===== config.mk =====
export PLATFORM = sky130hd
export DESIGN_NAME = speed_pid_integral_separation_top
export DESIGN_NICKNAME = d
export VERILOG_FILES = /design/src/rtl/spis_pkg.sv /design/src/rtl/spis_csr.sv /design/src/rtl/spis_mul.sv /design/src/rtl/speed_pid_integral_separation_top.sv
export SDC_FILE = /design/constraint.sdc
export NUM_CORES = 2
export LEC_CHECK = 0
export BUFFER_PORTS_ARGS = -buffer_cell sky130_fd_sc_hd__buf_2
export CORE_MARGIN = 2
export CORE_UTILIZATION = 50
export DETAILED_ROUTE_END_ITERATION = 8
export GPL_ROUTABILITY_DRIVEN = 0
export PLACE_DENSITY = 0.76
export SLEW_MARGIN = 15
export SYNTH_ARGS = -nofsm -noshare
export SYNTH_HDL_FRONTEND = slang
export SYNTH_SLANG_ARGS = --single-unit

===== constraint.sdc =====
create_clock -name clock -period 16.35 [get_ports clock]
set_clock_uncertainty 0.15 [all_clocks]
set_input_delay 3.27 -clock clock [delete_from_list [all_inputs] [get_ports clock]]
set_output_delay 3.27 -clock clock [all_outputs]
set_load 0.02 [all_outputs]

===== src/rtl/spis_pkg.sv =====
`default_nettype none

package spis_pkg;

   localparam int DATA_W = 32;
   localparam int FRAC_W = 16;
   localparam int OP_W = DATA_W + 1;
   localparam int PROD_W = 2 * OP_W;
   localparam int RND_W = PROD_W + 1;
   localparam int SUM_W = DATA_W + 2;
   localparam int GATE_W = FRAC_W + 1;

   localparam int CSR_IDX_W = 8;
   localparam int CSR_DATA_W = 32;
   localparam int PERIOD_W = 17;
   localparam int INV_PERIOD_W = 31;

   localparam logic [CSR_IDX_W-1:0] CSR_PERIOD = CSR_IDX_W'(0);
   localparam logic [CSR_IDX_W-1:0] CSR_INVERSE_PERIOD = CSR_IDX_W'(1);

   localparam logic [PERIOD_W-1:0] PERIOD_RESET = PERIOD_W'(1311);
   localparam logic [INV_PERIOD_W-1:0] INV_PERIOD_RESET = INV_PERIOD_W'(3276800);

   localparam longint ZoneHi = ((longint'(5) << FRAC_W) + 50) / 100;
   localparam longint ZoneLo = ((longint'(1) << FRAC_W) + 50) / 100;
   localparam int GateNumW = $clog2(ZoneLo * (longint'(1) << FRAC_W) + 1);
   localparam int ZoneLoW = $clog2(ZoneLo + 1);
   localparam int RECIP_SHIFT = GateNumW + ZoneLoW;
   localparam longint Recip = ((longint'(1) << RECIP_SHIFT) + ZoneLo - 1) / ZoneLo;

   localparam logic [OP_W-1:0] ONE_Q = OP_W'(1) << FRAC_W;
   localparam logic [OP_W-1:0] HALF_Q = OP_W'(1) << (FRAC_W - 1);
   localparam logic [OP_W-1:0] ZONE_HI_Q = OP_W'(ZoneHi);
   localparam logic [OP_W-1:0] ZONE_LO_Q = OP_W'(ZoneLo);
   localparam logic [OP_W-1:0] ZONE_SPAN_Q = OP_W'(ZoneHi - ZoneLo);
   localparam logic [OP_W-1:0] RECIP_Q = OP_W'(Recip);
   localparam logic [GATE_W-1:0] GATE_ONE = GATE_W'(1) << FRAC_W;

   localparam logic [RND_W-1:0] ROUND_HALF = RND_W'(1) << (FRAC_W - 1);
   localparam logic [DATA_W-1:0] W_MAX_U = {1'b0, {(DATA_W - 1){1'b1}}};
   localparam logic [DATA_W-1:0] W_MIN_U = {1'b1, {(DATA_W - 1){1'b0}}};

   typedef struct packed {
      logic signed [DATA_W-1:0] err_long;
      logic signed [DATA_W-1:0] ref_speed;
      logic signed [DATA_W-1:0] gain_p;
      logic signed [DATA_W-1:0] gain_i;
      logic signed [DATA_W-1:0] gain_d;
   } req_type;

   typedef struct packed {
      logic signed [DATA_W-1:0] speed_cmd;
      logic saturated;
   } rsp_type;

   typedef struct packed {
      logic [PERIOD_W-1:0] period;
      logic [INV_PERIOD_W-1:0] inverse_period;
   } cfg_type;

   typedef struct packed {
      logic signed [OP_W-1:0] a;
      logic signed [OP_W-1:0] b;
   } mul_cmd_type;

   typedef struct packed {
      logic [PROD_W-1:0] raw;
      logic signed [DATA_W-1:0] qval;
      logic clip;
   } mul_res_type;

   typedef struct packed {
      logic clip;
      logic signed [DATA_W-1:0] value;
   } clamp_type;

   function automatic logic [DATA_W-1:0] magnitude(input logic signed [DATA_W-1:0] v);
      logic [DATA_W-1:0] u;
      u = unsigned'(v);
      return v[DATA_W-1] ? (~u + 1'b1) : u;
   endfunction

   function automatic clamp_type clamp_w(input logic signed [SUM_W-1:0] v);
      clamp_type r;
      logic fits;
      fits = (v[SUM_W-1:DATA_W-1] == '0) || (v[SUM_W-1:DATA_W-1] == '1);
      r.clip = !fits;
      if (fits) begin
         r.value = v[DATA_W-1:0];
      end else if (v[SUM_W-1]) begin
         r.value = W_MIN_U;
      end else begin
         r.value = W_MAX_U;
      end
      return r;
   endfunction

endpackage

`default_nettype wire


===== src/rtl/spis_csr.sv =====
`default_nettype none

module spis_csr
   import spis_pkg::*;
(
   input  wire logic                  clock,
   input  wire logic                  reset,
   input  wire logic                  csr_valid,
   output logic                       csr_ready,
   input  wire logic [CSR_IDX_W-1:0]  csr_index,
   input  wire logic [CSR_DATA_W-1:0] csr_data,
   output cfg_type                    cfg
);

   cfg_type cfg_ff, cfg_in;

   assign csr_ready = 1'b1;
   assign cfg = cfg_ff;

   always_comb begin
      cfg_in = cfg_ff;
      if (csr_valid && csr_ready) begin
         if (csr_index == CSR_PERIOD) begin
            cfg_in.period = csr_data[PERIOD_W-1:0];
         end else if (csr_index == CSR_INVERSE_PERIOD) begin
            cfg_in.inverse_period = csr_data[INV_PERIOD_W-1:0];
         end
      end
   end

   always_ff @(posedge clock) begin
      if (reset) begin
         cfg_ff.period <= PERIOD_RESET;
         cfg_ff.inverse_period <= INV_PERIOD_RESET;
      end else begin
         cfg_ff <= cfg_in;
      end
   end

endmodule

`default_nettype wire


===== src/rtl/spis_mul.sv =====
`default_nettype none

module spis_mul
   import spis_pkg::*;
(
   input  wire logic  clock,
   input  wire mul_cmd_type cmd,
   output mul_res_type res
);

   logic [OP_W-1:0] mag_a, mag_b;
   logic [PROD_W-1:0] prod_in, prod_ff;
   logic neg_in, neg_ff;
   logic [RND_W-1:0] rounded, shifted, limit, chosen;
   logic [DATA_W-1:0] mag_q;

   always_comb begin
      mag_a = cmd.a[OP_W-1] ? (~unsigned'(cmd.a) + 1'b1) : unsigned'(cmd.a);
      mag_b = cmd.b[OP_W-1] ? (~unsigned'(cmd.b) + 1'b1) : unsigned'(cmd.b);
      prod_in = PROD_W'(mag_a) * PROD_W'(mag_b);
      neg_in = cmd.a[OP_W-1] ^ cmd.b[OP_W-1];
   end

   always_ff @(posedge clock) begin
      prod_ff <= prod_in;
      neg_ff <= neg_in;
   end

   // Round half away from zero on the magnitude, then clip to the signed range.
   always_comb begin
      rounded = {1'b0, prod_ff} + ROUND_HALF;
      shifted = rounded >> FRAC_W;
      limit = RND_W'(W_MAX_U) + RND_W'(neg_ff);
      res.clip = shifted > limit;
      chosen = res.clip ? limit : shifted;
      mag_q = chosen[DATA_W-1:0];
      res.qval = neg_ff ? (~mag_q + 1'b1) : mag_q;
      res.raw = prod_ff;
   end

endmodule

`default_nettype wire


===== src/rtl/speed_pid_integral_separation_top.sv =====
`default_nettype none

// Speed loop PID with integral separation and reference speed feedforward, signed Q16.16.
// Each request runs nine passes through one shared 33 by 33 bit multiplier, each pass an
// issue state and a wait state, followed by a final state that forms and saturates the
// command; that state holds while a previous result still waits to be taken. req_stall
// stays high from acceptance until the block is idle again. The result sits in an output
// register, so a new request is taken while it waits. The period and inverse_period
// registers reset to 0.02 s and 50 and may be written at any time the block is idle.
module speed_pid_integral_separation_top
   import spis_pkg::*;
(
   input  wire logic                  clock,
   input  wire logic                  reset,
   input  wire logic                  req_valid,
   output logic                       req_stall,
   input  wire req_type               req_data,
   output logic                       rsp_valid,
   input  wire logic                  rsp_stall,
   output rsp_type                    rsp_data,
   input  wire logic                  csr_valid,
   output logic                       csr_ready,
   input  wire logic [CSR_IDX_W-1:0]  csr_index,
   input  wire logic [CSR_DATA_W-1:0] csr_data
);

   localparam logic [4:0] ST_IDLE   = 5'd0;
   localparam logic [4:0] ST_ZONE   = 5'd1;
   localparam logic [4:0] ST_ZONE_W = 5'd2;
   localparam logic [4:0] ST_GATE   = 5'd3;
   localparam logic [4:0] ST_GATE_W = 5'd4;
   localparam logic [4:0] ST_KIE    = 5'd5;
   localparam logic [4:0] ST_KIE_W  = 5'd6;
   localparam logic [4:0] ST_TERR   = 5'd7;
   localparam logic [4:0] ST_TERR_W = 5'd8;
   localparam logic [4:0] ST_ACC    = 5'd9;
   localparam logic [4:0] ST_ACC_W  = 5'd10;
   localparam logic [4:0] ST_INT    = 5'd11;
   localparam logic [4:0] ST_INT_W  = 5'd12;
   localparam logic [4:0] ST_P      = 5'd13;
   localparam logic [4:0] ST_P_W    = 5'd14;
   localparam logic [4:0] ST_D1     = 5'd15;
   localparam logic [4:0] ST_D1_W   = 5'd16;
   localparam logic [4:0] ST_D2     = 5'd17;
   localparam logic [4:0] ST_D2_W   = 5'd18;
   localparam logic [4:0] ST_DONE   = 5'd19;

   cfg_type cfg;
   mul_cmd_type mul_cmd;
   mul_res_type mul_res;

   logic [4:0] state_ff, state_in;
   req_type req_ff, req_in;
   rsp_type rsp_ff, rsp_in;
   logic rsp_valid_ff, rsp_valid_in;
   logic [OP_W-1:0] zone_ff, zone_in;
   logic [GATE_W-1:0] gate_ff, gate_in;
   logic signed [DATA_W-1:0] tmp_ff, tmp_in;
   logic signed [DATA_W-1:0] p_ff, p_in;
   logic signed [DATA_W-1:0] d_ff, d_in;
   logic signed [DATA_W-1:0] int_ff, int_in;
   logic signed [DATA_W-1:0] prev_ff, prev_in;
   logic started_ff, started_in;
   logic sat_ff, sat_in;

   logic [OP_W-1:0] abs_v, abs_e, gap, gap_shift;
   logic signed [OP_W-1:0] diff;
   logic signed [SUM_W-1:0] int_sum, cmd_sum;
   clamp_type int_clamp, cmd_clamp;
   logic slot_free;

   spis_csr u_csr (
      .clock     (clock),
      .reset     (reset),
      .csr_valid (csr_valid),
      .csr_ready (csr_ready),
      .csr_index (csr_index),
      .csr_data  (csr_data),
      .cfg       (cfg)
   );

   spis_mul u_mul (
      .clock (clock),
      .cmd   (mul_cmd),
      .res   (mul_res)
   );

   assign req_stall = (state_ff != ST_IDLE);
   assign rsp_valid = rsp_valid_ff;
   assign rsp_data = rsp_ff;
   assign slot_free = !rsp_valid_ff || !rsp_stall;

   always_comb begin
      abs_v = OP_W'(magnitude(req_ff.ref_speed));
      abs_e = OP_W'(magnitude(req_ff.err_long));
      gap = abs_e - zone_ff;
      gap_shift = gap << FRAC_W;
      diff = started_ff ? (OP_W'(req_ff.err_long) - OP_W'(prev_ff)) : '0;
      int_sum = SUM_W'(int_ff) + SUM_W'(mul_res.qval);
      int_clamp = clamp_w(int_sum);
      cmd_sum = SUM_W'(p_ff) + SUM_W'(int_ff) + SUM_W'(d_ff) + SUM_W'(req_ff.ref_speed);
      cmd_clamp = clamp_w(cmd_sum);
   end

   always_comb begin
      mul_cmd.a = '0;
      mul_cmd.b = '0;
      unique case (state_ff)
         ST_ZONE: begin
            mul_cmd.a = signed'(OP_W'(abs_v[FRAC_W-2:0]));
            mul_cmd.b = signed'(ZONE_SPAN_Q);
         end
         ST_GATE: begin
            mul_cmd.a = signed'(gap_shift);
            mul_cmd.b = signed'(RECIP_Q);
         end
         ST_KIE: begin
            mul_cmd.a = OP_W'(req_ff.gain_i);
            mul_cmd.b = signed'(OP_W'(gate_ff));
         end
         ST_TERR: begin
            mul_cmd.a = OP_W'(tmp_ff);
            mul_cmd.b = OP_W'(req_ff.err_long);
         end
         ST_ACC: begin
            mul_cmd.a = OP_W'(tmp_ff);
            mul_cmd.b = signed'(OP_W'(cfg.period));
         end
         ST_INT: begin
            mul_cmd.a = OP_W'(tmp_ff);
            mul_cmd.b = signed'(OP_W'(gate_ff));
         end
         ST_P: begin
            mul_cmd.a = OP_W'(req_ff.gain_p);
            mul_cmd.b = OP_W'(req_ff.err_long);
         end
         ST_D1: begin
            mul_cmd.a = OP_W'(req_ff.gain_d);
            mul_cmd.b = diff;
         end
         ST_D2: begin
            mul_cmd.a = OP_W'(tmp_ff);
            mul_cmd.b = signed'(OP_W'(cfg.inverse_period));
         end
         default: begin
            mul_cmd.a = '0;
            mul_cmd.b = '0;
         end
      endcase
   end

   always_comb begin
      state_in = state_ff;
      req_in = req_ff;
      rsp_in = rsp_ff;
      rsp_valid_in = rsp_valid_ff && rsp_stall;
      zone_in = zone_ff;
      gate_in = gate_ff;
      tmp_in = tmp_ff;
      p_in = p_ff;
      d_in = d_ff;
      int_in = int_ff;
      prev_in = prev_ff;
      started_in = started_ff;
      sat_in = sat_ff;
      unique case (state_ff)
         ST_IDLE: begin
            if (req_valid) begin
               req_in = req_data;
               sat_in = 1'b0;
               state_in = ST_ZONE;
            end
         end
         ST_ZONE: state_in = ST_ZONE_W;
         ST_ZONE_W: begin
            priority if (abs_v >= ONE_Q) begin
               zone_in = ZONE_HI_Q;
            end else if (abs_v >= HALF_Q) begin
               zone_in = ZONE_LO_Q + OP_W'(mul_res.raw >> (FRAC_W - 1));
            end else begin
               zone_in = ZONE_LO_Q;
            end
            state_in = ST_GATE;
         end
         ST_GATE: state_in = ST_GATE_W;
         ST_GATE_W: begin
            priority if (abs_e <= zone_ff) begin
               gate_in = GATE_ONE;
            end else if (gap <= ZONE_LO_Q) begin
               gate_in = GATE_ONE - GATE_W'(mul_res.raw >> RECIP_SHIFT);
            end else begin
               gate_in = '0;
            end
            state_in = ST_KIE;
         end
         ST_KIE: state_in = ST_KIE_W;
         ST_KIE_W: begin
            tmp_in = mul_res.qval;
            sat_in = sat_ff | mul_res.clip;
            state_in = ST_TERR;
         end
         ST_TERR: state_in = ST_TERR_W;
         ST_TERR_W: begin
            tmp_in = mul_res.qval;
            sat_in = sat_ff | mul_res.clip;
            state_in = ST_ACC;
         end
         ST_ACC: state_in = ST_ACC_W;
         ST_ACC_W: begin
            tmp_in = int_clamp.value;
            sat_in = sat_ff | mul_res.clip | int_clamp.clip;
            state_in = ST_INT;
         end
         ST_INT: state_in = ST_INT_W;
         ST_INT_W: begin
            int_in = mul_res.qval;
            sat_in = sat_ff | mul_res.clip;
            state_in = ST_P;
         end
         ST_P: state_in = ST_P_W;
         ST_P_W: begin
            p_in = mul_res.qval;
            sat_in = sat_ff | mul_res.clip;
            state_in = ST_D1;
         end
         ST_D1: state_in = ST_D1_W;
         ST_D1_W: begin
            tmp_in = mul_res.qval;
            sat_in = sat_ff | mul_res.clip;
            state_in = ST_D2;
         end
         ST_D2: state_in = ST_D2_W;
         ST_D2_W: begin
            d_in = mul_res.qval;
            sat_in = sat_ff | mul_res.clip;
            state_in = ST_DONE;
         end
         ST_DONE: begin
            if (slot_free) begin
               rsp_in.speed_cmd = cmd_clamp.value;
               rsp_in.saturated = sat_ff | cmd_clamp.clip;
               rsp_valid_in = 1'b1;
               prev_in = req_ff.err_long;
               started_in = 1'b1;
               state_in = ST_IDLE;
            end
         end
         default: state_in = ST_IDLE;
      endcase
   end

   always_ff @(posedge clock) begin
      if (reset) begin
         state_ff <= ST_IDLE;
         rsp_valid_ff <= 1'b0;
         int_ff <= '0;
         prev_ff <= '0;
         started_ff <= 1'b0;
         sat_ff <= 1'b0;
      end else begin
         state_ff <= state_in;
         rsp_valid_ff <= rsp_valid_in;
         int_ff <= int_in;
         prev_ff <= prev_in;
         started_ff <= started_in;
         sat_ff <= sat_in;
      end
   end

   always_ff @(posedge clock) begin
      req_ff <= req_in;
      rsp_ff <= rsp_in;
      zone_ff <= zone_in;
      gate_ff <= gate_in;
      tmp_ff <= tmp_in;
      p_ff <= p_in;
      d_ff <= d_in;
   end

endmodule

`default_nettype wire

==> tab_implementation.tex <==
\begin{tabular}{lr}
\hline
Metric & Value \\
\hline
\multicolumn{2}{l}{\textbf{Outcome}} \\
Status & complete, but fails checks \\
Violated checks & design-rule violations \\
\multicolumn{2}{l}{\textbf{Layout}} \\
Synthesis-to-finish area growth & 7.869\% \\
Leading cell types in the layout, fill and taps excluded & 1,178 x sky130\_fd\_sc\_hd\_\_inv\_1, 1,025 x sky130\_fd\_sc\_hd\_\_fa\_1, 1,021 x sky130\_fd\_sc\_hd\_\_nand2\_1 \\
Net count, final & 9,250 \\
Fraction of final layout cells sized beyond drive strength 1 & 7.981\% \\
Most common cell after layout, fill and taps aside & sky130\_fd\_sc\_hd\_\_inv\_1 \\
\multicolumn{2}{l}{\textbf{Timing}} \\
Count of pins over their slew limit & 0 \\
Number of setup violations in the final report & 0 \\
Actual slew at the worst max-slew pin & 1246 ps \\
Unrepaired setup endpoints after global routing & false \\
Total negative setup slack & 0 ps \\
Tcrit/Tclk final & 86.91\% \\
Highest clock rate & 70.37 MHz \\
Final hold violation count & 0 \\
Minimum clock period after layout & 14,210 ps \\
Final-layout worst hold slack & 307.0 ps \\
Rel. slew slack & 16.85\% \\
\multicolumn{2}{l}{\textbf{Routing}} \\
Post-DR wirelength/cell & approximately 23 µm \\
Vias & 56,388 \\
Drt first-iter violations & 6,253 \\
Via-per-instance ratio & 5.987 \\
Final wirelength & 213,600 µm \\
Remaining number of nets flagged by the antenna check after routing & 0 \\
First-pass iteration count of the detailed router & 9 \\
Number of design rule violations left after detail routing & 3 \\
\multicolumn{2}{l}{\textbf{Critical path}} \\
Cell repeated most along the worst path & sky130\_fd\_sc\_hd\_\_fa\_1 \\
Slack of the worst reg-to-reg path & 2140 ps \\
CP max FO & 29 \\
Critical path required time & 16,750 ps \\
Data arrival time at the worst-slack endpoint & 14,610 ps \\
Category of the most critical setup path & flop to flop \\
Delay of the slowest critical-path stage & 950 ps \\
Cell with the biggest individual delay on the critical path & sky130\_fd\_sc\_hd\_\_xnor2\_4 \\
Crit. End Element & flop \\
Startpoint class of the critical path & flop \\
\multicolumn{2}{l}{\textbf{Clock tree}} \\
Clock Sinks & 511 \\
Cts bufs inserted & 50 \\
Clock transition at path regs & 70 ps \\
CTS tree & yes \\
Bufs on Longest Clock Path & 3 \\
Count of buffers added by post-CTS timing repair for setup & 0 \\
H-Tree Level Count & 2 \\
Insertion delay to the later sink of the worst-skew pair & 650 ps \\
Clock tree root driver cell & sky130\_fd\_sc\_hd\_\_clkbuf\_16 \\
CTS hold repair buffers & 0 \\
Resized Gates After CTS & 0 \\
\multicolumn{2}{l}{\textbf{Power}} \\
Worst IR Drop VDD & 81.98 µV \\
Total design power & 5.666 mW \\
Sequential power share & 29.4\% \\
Power density of the placed cells & 77.43 nW/µm² \\
Internal & 3.016 mW \\
P\_sw & 2.649 mW \\
Fraction of power consumed by the clock network & between 20\% and 30\% \\
Fraction of power spent switching nets & 46.76\% \\
Logic pwr share & approximately 50\% \\
Leakage power summed over all cells & around 33 nW \\
\multicolumn{2}{l}{\textbf{Floorplanning}} \\
Horizontal extent of the die & 372.3 µm \\
Die H & 372.3 µm \\
Effective utilization at floorplan & approximately half \\
Boundary Pins & 241 \\
Area of the core & around 140,000 µm² \\
DIE AREA & 138,600 µm² \\
\# rows & 135 \\
\multicolumn{2}{l}{\textbf{Worst hold path}} \\
Path class of the lowest-slack min-delay path & flop to flop \\
\multicolumn{2}{l}{\textbf{Synthesis}} \\
Area fraction of the dominant cell type after synthesis & 30.25\% \\
Count of flip-flops with a built-in enable after synthesis & 339 \\
Syn Inst Count & 7,491 \\
Synthesized area divided by synthesized cell count & 9.055 µm² \\
Flip-flop and latch count after synthesis & 511 \\
Primary FF master, synth & sky130\_fd\_sc\_hd\_\_edfxtp\_1 \\
Yosys synthesis warning count & 0 \\
Post-synthesis instance area & around 68,000 µm² \\
Top cells by area in the synthesized netlist & sky130\_fd\_sc\_hd\_\_fa\_1 30\%, sky130\_fd\_sc\_hd\_\_edfxtp\_1 15\%, sky130\_fd\_sc\_hd\_\_ha\_1 7.9\% \\
Share of flip-flops with an asynchronous set or reset & 0\% \\
Leading area contributor after synthesis & sky130\_fd\_sc\_hd\_\_fa\_1 \\
Sequential cell area fraction in the yosys report & between 20\% and 30\% \\
Number of distinct library cells after synthesis & 113 \\
\multicolumn{2}{l}{\textbf{Global routing}} \\
Antenna violations before repair & 10 \\
Vias in the first global route & 57,009 \\
Pin count of the biggest net entering global routing & between 90 and 100 \\
GRT Total Usage & a little under a third \\
Aggregate global routing overflow & 0 \\
Wire length of the first global-routing pass & 328,900 µm \\
\multicolumn{2}{l}{\textbf{Run}} \\
Max-cap check violation count & 0 \\
\multicolumn{2}{l}{\textbf{Placed design}} \\
Placed wire-length estimate & around 170,000 µm \\
Port Buffers & 238 \\
\hline
\end{tabular}
## synth_stat cells (9+ instances only)
cell and number:
sky130_fd_sc_hd__a211o_1 16, sky130_fd_sc_hd__a211oi_1 43, sky130_fd_sc_hd__a21boi_0 11, sky130_fd_sc_hd__a21o_1 132, sky130_fd_sc_hd__a21oi_1 359, sky130_fd_sc_hd__a221oi_1 14
sky130_fd_sc_hd__a222oi_1 29, sky130_fd_sc_hd__a22o_1 12, sky130_fd_sc_hd__a22oi_1 37, sky130_fd_sc_hd__a31oi_1 48, sky130_fd_sc_hd__and2_1 105, sky130_fd_sc_hd__and3_1 69
sky130_fd_sc_hd__and4_1 15, sky130_fd_sc_hd__buf_1 11, sky130_fd_sc_hd__buf_2 56, sky130_fd_sc_hd__clkbuf_1 279, sky130_fd_sc_hd__dfxtp_1 172, sky130_fd_sc_hd__edfxtp_1 339
sky130_fd_sc_hd__fa_1 1025, sky130_fd_sc_hd__ha_1 431, sky130_fd_sc_hd__inv_1 1179, sky130_fd_sc_hd__mux2i_1 33, sky130_fd_sc_hd__nand2_1 1022, sky130_fd_sc_hd__nand2b_1 53
sky130_fd_sc_hd__nand3_1 106, sky130_fd_sc_hd__nand3b_1 13, sky130_fd_sc_hd__nand4_1 67, sky130_fd_sc_hd__nor2_1 646, sky130_fd_sc_hd__nor2_2 11, sky130_fd_sc_hd__nor2b_1 38
sky130_fd_sc_hd__nor3_1 69, sky130_fd_sc_hd__nor4_1 39, sky130_fd_sc_hd__o211ai_1 22, sky130_fd_sc_hd__o21a_1 33, sky130_fd_sc_hd__o21ai_0 209, sky130_fd_sc_hd__o21ai_1 9
sky130_fd_sc_hd__o21bai_1 40, sky130_fd_sc_hd__o22ai_1 10, sky130_fd_sc_hd__o31ai_1 32, sky130_fd_sc_hd__o41ai_1 17, sky130_fd_sc_hd__or2_2 15, sky130_fd_sc_hd__or3_1 38
sky130_fd_sc_hd__or4_1 13, sky130_fd_sc_hd__xnor2_1 226, sky130_fd_sc_hd__xor2_1 157
## sequential cells by signal, indices dropped and copies added (netlist names), 5 cells and up
name           count
state_ff           5
req_ff           160
u_mul.prod_ff     51
tmp_ff            32
gate_ff           17
rsp_data          33
int_ff            32
u_csr.cfg         48
p_ff              32
d_ff              32
zone_ff           33
prev_ff           32
## path summary, 6_finish.rpt
check / start / endpoint / cells past startpoint
setup / recovery: state_ff[1]$_SDFFE_PP0P_ / u_mul.prod_ff[64]$_DFF_P_ / 36
hold / removal: u_csr.cfg[7]$_SDFFE_PP0P_ / u_csr.cfg[7]$_SDFFE_PP0P_ / 2
setup reg to reg: state_ff[1]$_SDFFE_PP0P_ / u_mul.prod_ff[64]$_DFF_P_ / 36
hold reg to reg: u_csr.cfg[7]$_SDFFE_PP0P_ / u_csr.cfg[7]$_SDFFE_PP0P_ / 2
## critical path, delay by kind of cell, from the launching register on
family / cells / cell delay [ps]
buf+inv: 6 / 1170
simple gates: 10 / 2790
xor+xnor: 3 / 1420
compound gates: 8 / 3090
fa+ha+maj: 9 / 4640
flops: 1 / 850
## per-stage QoR
| step | worst slack [ps] | instances | cell area, µm² | utilization [%] |
|---|---|---|---|---|
| after global routing | 1682 | 9419 | 73170 | 54.15 |
| after floorplan | 4615 | 7515 | 67920 | - |
| final | 2140 | 9419 | 73170 | 54.15 |
| after detailed placement | 2558 | 9317 | 71590 | 52.98 |
| after global placement | 2744 | 9317 | 71590 | 52.98 |
| after CTS | 2503 | 9411 | 73150 | 54.13 |
## cell type report
cell class | count | area, µm²
Antenna cell | 7 | 17.52
Clock buffer | 60 | 1289
Clock inverter | 34 | 267.8
Fill cell | 11775 | 61960
Inverter | 1182 | 4442
Multi-Input combinational cell | 5469 | 49080
Sequential cell | 511 | 13620
Tap cell | 1781 | 2228
Timing Repair Buffer | 375 | 2220
## layer usage
layer	vias up	routed length, µm	track usage (%)
met3	718	25860	7.433
met1	27743	76930	39.25
met5	-	0	0
met2	3475	94990	48.16
met4	0	15870	18.94
li1	24452	-	-
## kinds of logic after synthesis
group,count (synthesis),synth area share (%)
and+or+nand+nor,2367,15.68
buffers and inverters,1535,8.653
adders and majority gates,1456,38.20
AOI/OAI and AO/OA,1190,11.64
DFF,511,20.08
xor gates and xnor gates,390,5.130
muxes,40,0.6032
other,2,0.01107
## power groups by stage
stage / logic (mW) / registers, mW / clock network [mW]
floorplan: 1.83 / 1.59 / 0
global placement: 2.66 / 1.68 / 0
detailed placement: 2.73 / 1.68 / 0
CTS: 2.76 / 1.65 / 1.16
global route: 3.05 / 1.67 / 1.21
finish: 2.85 / 1.67 / 1.15
(Power assumes the default switching activity.)
